File: src/sv/omni_ik_pkg.sv
// Shared types, constants and trigonometry helpers for the omni wheel kinematics block.
package omni_ik_pkg;

	// Angle constants in whole degrees.
	localparam logic [8:0] DEG_ZERO          = 9'd0;
	localparam logic [8:0] DEG_QUARTER       = 9'd90;
	localparam logic [8:0] DEG_HALF          = 9'd180;
	localparam logic [8:0] DEG_THREE_QUARTER = 9'd270;
	localparam logic [8:0] DEG_FULL          = 9'd360;

	// Reciprocal of 360 scaled by 2^24, rounded up; exact floor for magnitudes up to 32768.
	localparam logic [15:0] RECIP_360 = 16'd46604;

	// Saturation limits of a wheel rate.
	localparam logic signed [23:0] RATE_MAX = 24'sh7FFFFF;
	localparam logic signed [23:0] RATE_MIN = 24'sh800000;

	// Configuration register indexes.
	typedef logic [2:0] cfg_index_t;
	localparam cfg_index_t REG_WHEEL_ONE_ANGLE   = 3'd0;
	localparam cfg_index_t REG_WHEEL_TWO_ANGLE   = 3'd1;
	localparam cfg_index_t REG_WHEEL_THREE_ANGLE = 3'd2;
	localparam cfg_index_t REG_CENTER_DISTANCE   = 3'd3;
	localparam cfg_index_t REG_INV_WHEEL_RADIUS  = 3'd4;

	// Stage advance enables handed from the pipeline control to the datapath.
	typedef struct packed {
		logic s1;
		logic s2;
		logic s3;
		logic s4;
		logic s5;
		logic s6;
		logic s7;
	} pipe_en_t;

	// Sine and cosine of one angle in Q1.15.
	typedef struct packed {
		logic signed [16:0] sin_v;
		logic signed [16:0] cos_v;
	} trig_t;

	// Quarter-wave sine table, round(32768*sin(d)) for d = 0..90, with 1.0 held as 32767.
	localparam logic [15:0] SIN_Q15 [0:90] = '{
		16'd0,     16'd572,   16'd1144,  16'd1715,  16'd2286,  16'd2856,  16'd3425,
		16'd3993,  16'd4560,  16'd5126,  16'd5690,  16'd6253,  16'd6813,  16'd7371,
		16'd7927,  16'd8481,  16'd9032,  16'd9580,  16'd10126, 16'd10668, 16'd11207,
		16'd11743, 16'd12275, 16'd12803, 16'd13328, 16'd13848, 16'd14365, 16'd14876,
		16'd15384, 16'd15886, 16'd16384, 16'd16877, 16'd17364, 16'd17847, 16'd18324,
		16'd18795, 16'd19261, 16'd19720, 16'd20174, 16'd20622, 16'd21063, 16'd21498,
		16'd21926, 16'd22348, 16'd22763, 16'd23170, 16'd23571, 16'd23965, 16'd24351,
		16'd24730, 16'd25102, 16'd25466, 16'd25822, 16'd26170, 16'd26510, 16'd26842,
		16'd27166, 16'd27482, 16'd27789, 16'd28088, 16'd28378, 16'd28660, 16'd28932,
		16'd29197, 16'd29452, 16'd29698, 16'd29935, 16'd30163, 16'd30382, 16'd30592,
		16'd30792, 16'd30983, 16'd31164, 16'd31336, 16'd31499, 16'd31651, 16'd31795,
		16'd31928, 16'd32052, 16'd32166, 16'd32270, 16'd32365, 16'd32449, 16'd32524,
		16'd32588, 16'd32643, 16'd32688, 16'd32723, 16'd32748, 16'd32763, 16'd32767
	};

	// Sine of an angle below 360 degrees through quadrant symmetry.
	function automatic logic signed [16:0] sin_deg(input logic [8:0] d);
		logic [8:0]  idx;
		logic        negate;
		logic [16:0] mag;
		if (d <= DEG_QUARTER) begin
			idx    = d;
			negate = 1'b0;
		end else if (d <= DEG_HALF) begin
			idx    = DEG_HALF - d;
			negate = 1'b0;
		end else if (d <= DEG_THREE_QUARTER) begin
			idx    = d - DEG_HALF;
			negate = 1'b1;
		end else begin
			idx    = DEG_FULL - d;
			negate = 1'b1;
		end
		mag = {1'b0, SIN_Q15[idx[6:0]]};
		return negate ? -signed'(mag) : signed'(mag);
	endfunction

	// Cosine as the sine a quarter turn ahead.
	function automatic logic signed [16:0] cos_deg(input logic [8:0] d);
		logic [9:0] t;
		t = {1'b0, d} + {1'b0, DEG_QUARTER};
		if (t >= {1'b0, DEG_FULL}) begin
			t = t - {1'b0, DEG_FULL};
		end
		return sin_deg(t[8:0]);
	endfunction

	// Sine and cosine pair of an angle below 360 degrees.
	function automatic trig_t trig_of(input logic [8:0] d);
		trig_t r;
		r.sin_v = sin_deg(d);
		r.cos_v = cos_deg(d);
		return r;
	endfunction

endpackage

File: src/sv/omni_ik_velocity.sv
// Heading reduction, body velocity components and turn term (pipeline stages one to three).
module omni_ik_velocity (
	input  logic                     clk,
	input  omni_ik_pkg::pipe_en_t    en,
	input  logic signed [15:0]       body_speed,
	input  logic signed [15:0]       heading_deg,
	input  logic signed [15:0]       turn_rate,
	input  logic [15:0]              center_distance,
	output logic signed [31:0]       vx,
	output logic signed [31:0]       vy,
	output logic signed [32:0]       turn_term
);

	logic [15:0]        head_abs;
	logic [31:0]        quo_prod;
	logic signed [32:0] turn_term_c;

	logic [15:0]        head_abs_s1;
	logic               head_neg_s1;
	logic [6:0]         quo_s1;
	logic signed [15:0] speed_s1;
	logic signed [32:0] turn_term_s1;

	logic [15:0]        quo_times;
	logic [15:0]        rem_full;
	logic [8:0]         rem;
	logic [8:0]         heading_c;

	logic [8:0]         heading_s2;
	logic signed [15:0] speed_s2;
	logic signed [32:0] turn_term_s2;

	omni_ik_pkg::trig_t head_trig;

	logic signed [31:0] vx_s3;
	logic signed [31:0] vy_s3;
	logic signed [32:0] turn_term_s3;

	// Stage one: heading magnitude, quotient by 360 through the reciprocal, turn term.
	always_comb begin
		head_abs    = heading_deg[15] ? 16'(-heading_deg) : 16'(heading_deg);
		quo_prod    = head_abs * omni_ik_pkg::RECIP_360;
		turn_term_c = signed'({1'b0, center_distance}) * turn_rate;
	end

	always_ff @(posedge clk) begin
		if (en.s1) begin
			head_abs_s1  <= head_abs;
			head_neg_s1  <= heading_deg[15];
			quo_s1       <= quo_prod[30:24];
			speed_s1     <= body_speed;
			turn_term_s1 <= turn_term_c;
		end
	end

	// Stage two: remainder, folded into 0..359 when the heading was negative.
	always_comb begin
		quo_times = {9'd0, quo_s1} * {7'd0, omni_ik_pkg::DEG_FULL};
		rem_full  = head_abs_s1 - quo_times;
		rem       = rem_full[8:0];
		if (head_neg_s1 && (rem != omni_ik_pkg::DEG_ZERO)) begin
			heading_c = omni_ik_pkg::DEG_FULL - rem;
		end else begin
			heading_c = rem;
		end
	end

	always_ff @(posedge clk) begin
		if (en.s2) begin
			heading_s2   <= heading_c;
			speed_s2     <= speed_s1;
			turn_term_s2 <= turn_term_s1;
		end
	end

	// Stage three: velocity components from the heading table lookup.
	assign head_trig = omni_ik_pkg::trig_of(heading_s2);

	always_ff @(posedge clk) begin
		if (en.s3) begin
			vx_s3        <= speed_s2 * head_trig.cos_v;
			vy_s3        <= speed_s2 * head_trig.sin_v;
			turn_term_s3 <= turn_term_s2;
		end
	end

	assign vx        = vx_s3;
	assign vy        = vy_s3;
	assign turn_term = turn_term_s3;

endmodule

File: config.mk
export PLATFORM = sky130hd
export DESIGN_NAME = omni_ik_velocity
export DESIGN_NICKNAME = d
export VERILOG_FILES = /design/src/sv/omni_ik_pkg.sv /design/src/sv/omni_ik_velocity.sv
export SDC_FILE = /design/constraint.sdc
export NUM_CORES = 2
export LEC_CHECK = 0
export ABC_AREA = 1
export BUFFER_PORTS_ARGS = -buffer_cell sky130_fd_sc_hd__buf_2
export CORE_UTILIZATION = 38
export CTS_CLUSTER_DIAMETER = 30
export DETAILED_ROUTE_END_ITERATION = 16
export PLACE_DENSITY = 0.51
export REMOVE_ABC_BUFFERS = 1
export SKIP_CTS_REPAIR_TIMING = 1
export SLEW_MARGIN = 20
export SYNTH_ARGS = -nofsm -noshare
export SYNTH_HDL_FRONTEND = slang
export SYNTH_SLANG_ARGS = --single-unit
File: constraint.sdc
create_clock -name clk -period 12 [get_ports clk]
set_input_delay 0.6 -clock clk [delete_from_list [all_inputs] [get_ports clk]]
set_output_delay 0.6 -clock clk [all_outputs]
set_load 0.01 [all_outputs]
==> flow_summary.json <==
{
  "outcome": "finished, final reports clean",
  "ys_ff_latch": 220,
  "end_kind": "flop",
  "totalWireLength_mm": 119.1,
  "finalCriticalPeriod_ns": 11.17,
  "ys_types": 59,
  "finalCritPeriodShare": 0.9307,
  "path_clk_slew_ns": 0.05,
  "worstReg2RegEnd": "vy[31]$_DFFE_PP_",
  "cp-start-kind": "flop",
  "tightest_slew_ns": 1.139,
  "port_buffers": 164,
  "max_cap_violations": 0,
  "holdPathStages": 1,
  "vias_per_cell": 4.835,
  "rows": 124,
  "syn_inst": 5124,
  "cpPeakStageDelay_ns": 0.59,
  "cts-htree-levels": 2,
  "grt_max_degree": 63,
  "fp.dieW_um": 342.9,
  "finalSetupViolCount": 0,
  "insertion_delay_ns": 0.60,
  "io_pins": 169,
  "hpwl_mm": 97.64,
  "ant_nets": 0,
  "layout_common_cells": "inv_1 (1200), nand2_1 (1015), fa_1 (788), ha_1 (438), nor2_1 (392)",
  "required_ns": 12.31,
  "grt_overflow_total": 0,
  "clockRootBuffer": "clkbuf_16",
  "slew_headroom": 0.2401,
  "synth_ff_type": "edfxtp_1",
  "dpl-instance-area_um2": 47280,
  "drt_first_pass_iters": 5,
  "synth_mux_area_frac": 0,
  "rrSetupSlack_ns": 0.83,
  "synth_fa_ha_area_frac": 0.4824,
  "hp-class": "in2reg",
  "die_height_um": 342.9,
  "syn_avg_cell_area_um2": 8.619,
  "nNetsFinal": 6658,
  "synth-simple-area-share": 0.1686,
  "wl_per_cell_um": 17.23,
  "hold_slack_ns": 0.1732,
  "layout_commonest_cell": "inv_1",
  "via_count": 33420,
  "fin_area_um2": 49400,
  "synth_edf_count": 220,
  "skew_ns": 0.01355,
  "synth_xor_area_frac": 0.03346,
  "drc": 0,
  "synthToLayoutAreaGrowth_pct": 11.85,
  "synth_top_family_by_area": "adder cells",
  "reg2reg_depth": 61,
  "grt_usage": 0.2091,
  "hold_viol": 0,
  "crit_fanout": 9,
  "grt_pass1_vias": 34970,
  "drive_gt1_frac": 0.1081,
  "cts.sinks": 220,
  "ys_async_sr_fraction": 0,
  "fill_cells": 11670,
  "netlist_area_um2": 44160,
  "numCtsBuffers": 53,
  "ys_seq_area_frac": 0.1496,
  "min-delay-start": "body_speed[15]",
  "synth_compound_area_frac": 0.04437,
  "clock_path_buffers": 3,
  "antenna_cells": 0,
  "coreArea_um2": 114800,
  "drt_iter0_drc": 1781,
  "gp_congestion": 0.9100,
  "cp_common_cell": "nand2_1",
  "yosysWarningCount": 0,
  "drv_slew": 0,
  "grt_pass1_wl_mm": 194.0,
  "crit_arrival_ns": 11.48,
  "reg2reg_from": "heading_s2[2]$_DFFE_PP_",
  "fmax_mhz": 89.54,
  "holdPathEnd": "speed_s1[15]$_DFFE_PP_",
  "cts_tree": "done",
  "dieArea_um2": 117600,
  "antenna_found_initial": 0,
  "crit_type": "reg2reg",
  "cp_slowest_cell": "fa_1",
  "initial_utilization": 0.3847
}
==> layout make-up <==
type	instances	area, um2	area share
repair buffers	332	2125	0.04301
inverters	1238	4667	0.09448
flip-flops and latches	220	6606	0.1337
clock inverters	43	455.4	0.009220
multi-input cells	3511	32310	0.6541
clock buffers	57	1341	0.02715
well taps	1512	1892	0.03830
==> synthesized netlist by cell type (all sizes together), types with 4 or more instances <==
master / n / share of area
o22ai: 4 / 0.00057
clkbuf: 110 / 0.0093
o211ai: 19 / 0.0032
fa: 788 / 0.36
xnor2: 62 / 0.012
o31ai: 8 / 0.0014
or2: 22 / 0.0031
nor4: 4 / 0.00057
a21oi: 142 / 0.017
buf: 45 / 0.0069
clkinv: 8 / 0.00068
a211oi: 6 / 0.0010
a21o: 8 / 0.0014
edfxtp: 220 / 0.15
a31oi: 10 / 0.0014
nand4: 27 / 0.0038
o21ai: 108 / 0.012
nor2: 417 / 0.037
nand3b: 4 / 0.00068
inv: 1230 / 0.10
o221ai: 6 / 0.0012
ha: 442 / 0.13
nand2: 1058 / 0.093
xor2: 105 / 0.021
nand3: 224 / 0.028
o21bai: 6 / 0.0010
nor3: 16 / 0.0019
==> stage by stage <==
step	utilization	TNS [ns]	std cells	worst slack [ns]
4_1_cts	0.4275	0	6892	0.1047
3_3_place_gp	0.4118	0	6792	0.1761
3_5_place_dp	0.4118	0	6792	0.1368
2_1_floorplan	-	0	4969	0.2985
6_report	0.4303	0	6913	0.8319
5_1_grt	0.4303	-0.02379	6913	-0.01902
==> logic make-up (layout without fill, tap and decap cells) <==
group / Yosys count / count (layout)
and+or+nand+nor: 1776 / 1776
adders and majority gates: 1230 / 1230
xor gates and xnor gates: 167 / 167
buffers and inverters: 1393 / 1670
AOI/OAI and AO/OA: 338 / 338
DFF: 220 / 220
==> worst max-delay path, delay by kind of cell, from the launching register on <==
| kind | cells | cell delay (ns) |
|---|---|---|
| AO/OA/AOI/OAI | 10 | 1.68 |
| XOR/XNOR | 1 | 0.17 |
| adder cells (fa/ha/maj) | 10 | 4.02 |
| buffers and inverters | 14 | 1.47 |
| flip-flops | 1 | 0.44 |
| AND/OR/NAND/NOR | 26 | 3.07 |
==> layer usage <==
| layer | vias up | share of wire | global-route usage |
|---|---|---|---|
| li1 | 15960 | - | - |
| met2 | 682 | 0.49 | 0.3590 |
| met3 | 136 | 0.040 | 0.01939 |
| met5 | - | 0 | 0 |
| met1 | 16650 | 0.45 | 0.2849 |
| met4 | 0 | 0.022 | 0.04778 |
==> worst max path at each step <==
stage | start | endpoint | slack (ns) | cells past startpoint
after floorplan | heading_s2[0]$_DFFE_PP_ | vy[31]$_DFFE_PP_ | 0.30 | 60
after global placement | heading_s2[2]$_DFFE_PP_ | vx[31]$_DFFE_PP_ | 0.18 | 68
after detailed placement | heading_s2[2]$_DFFE_PP_ | vx[31]$_DFFE_PP_ | 0.14 | 68
after CTS | heading_s2[2]$_DFFE_PP_ | vx[31]$_DFFE_PP_ | 0.10 | 68
after global routing | heading_s2[2]$_DFFE_PP_ | vx[31]$_DFFE_PP_ | -0.02 | 66
final | heading_s2[2]$_DFFE_PP_ | vy[31]$_DFFE_PP_ | 0.83 | 61
==> state kept, by name (all words and copies together) (netlist names) <==
name / cells
turn_term: 33
turn_term_s1: 33
speed_s2: 16
turn_term_s2: 33
heading_s2: 9
quo_s1: 6
speed_s1: 16
head_neg_s1: 1
head_abs_s1: 9
vx: 32
vy: 32
Power is left out: the tool's default activity adds up to more than one toggle a clock period on the data nets, which glitch-free logic cannot reach.
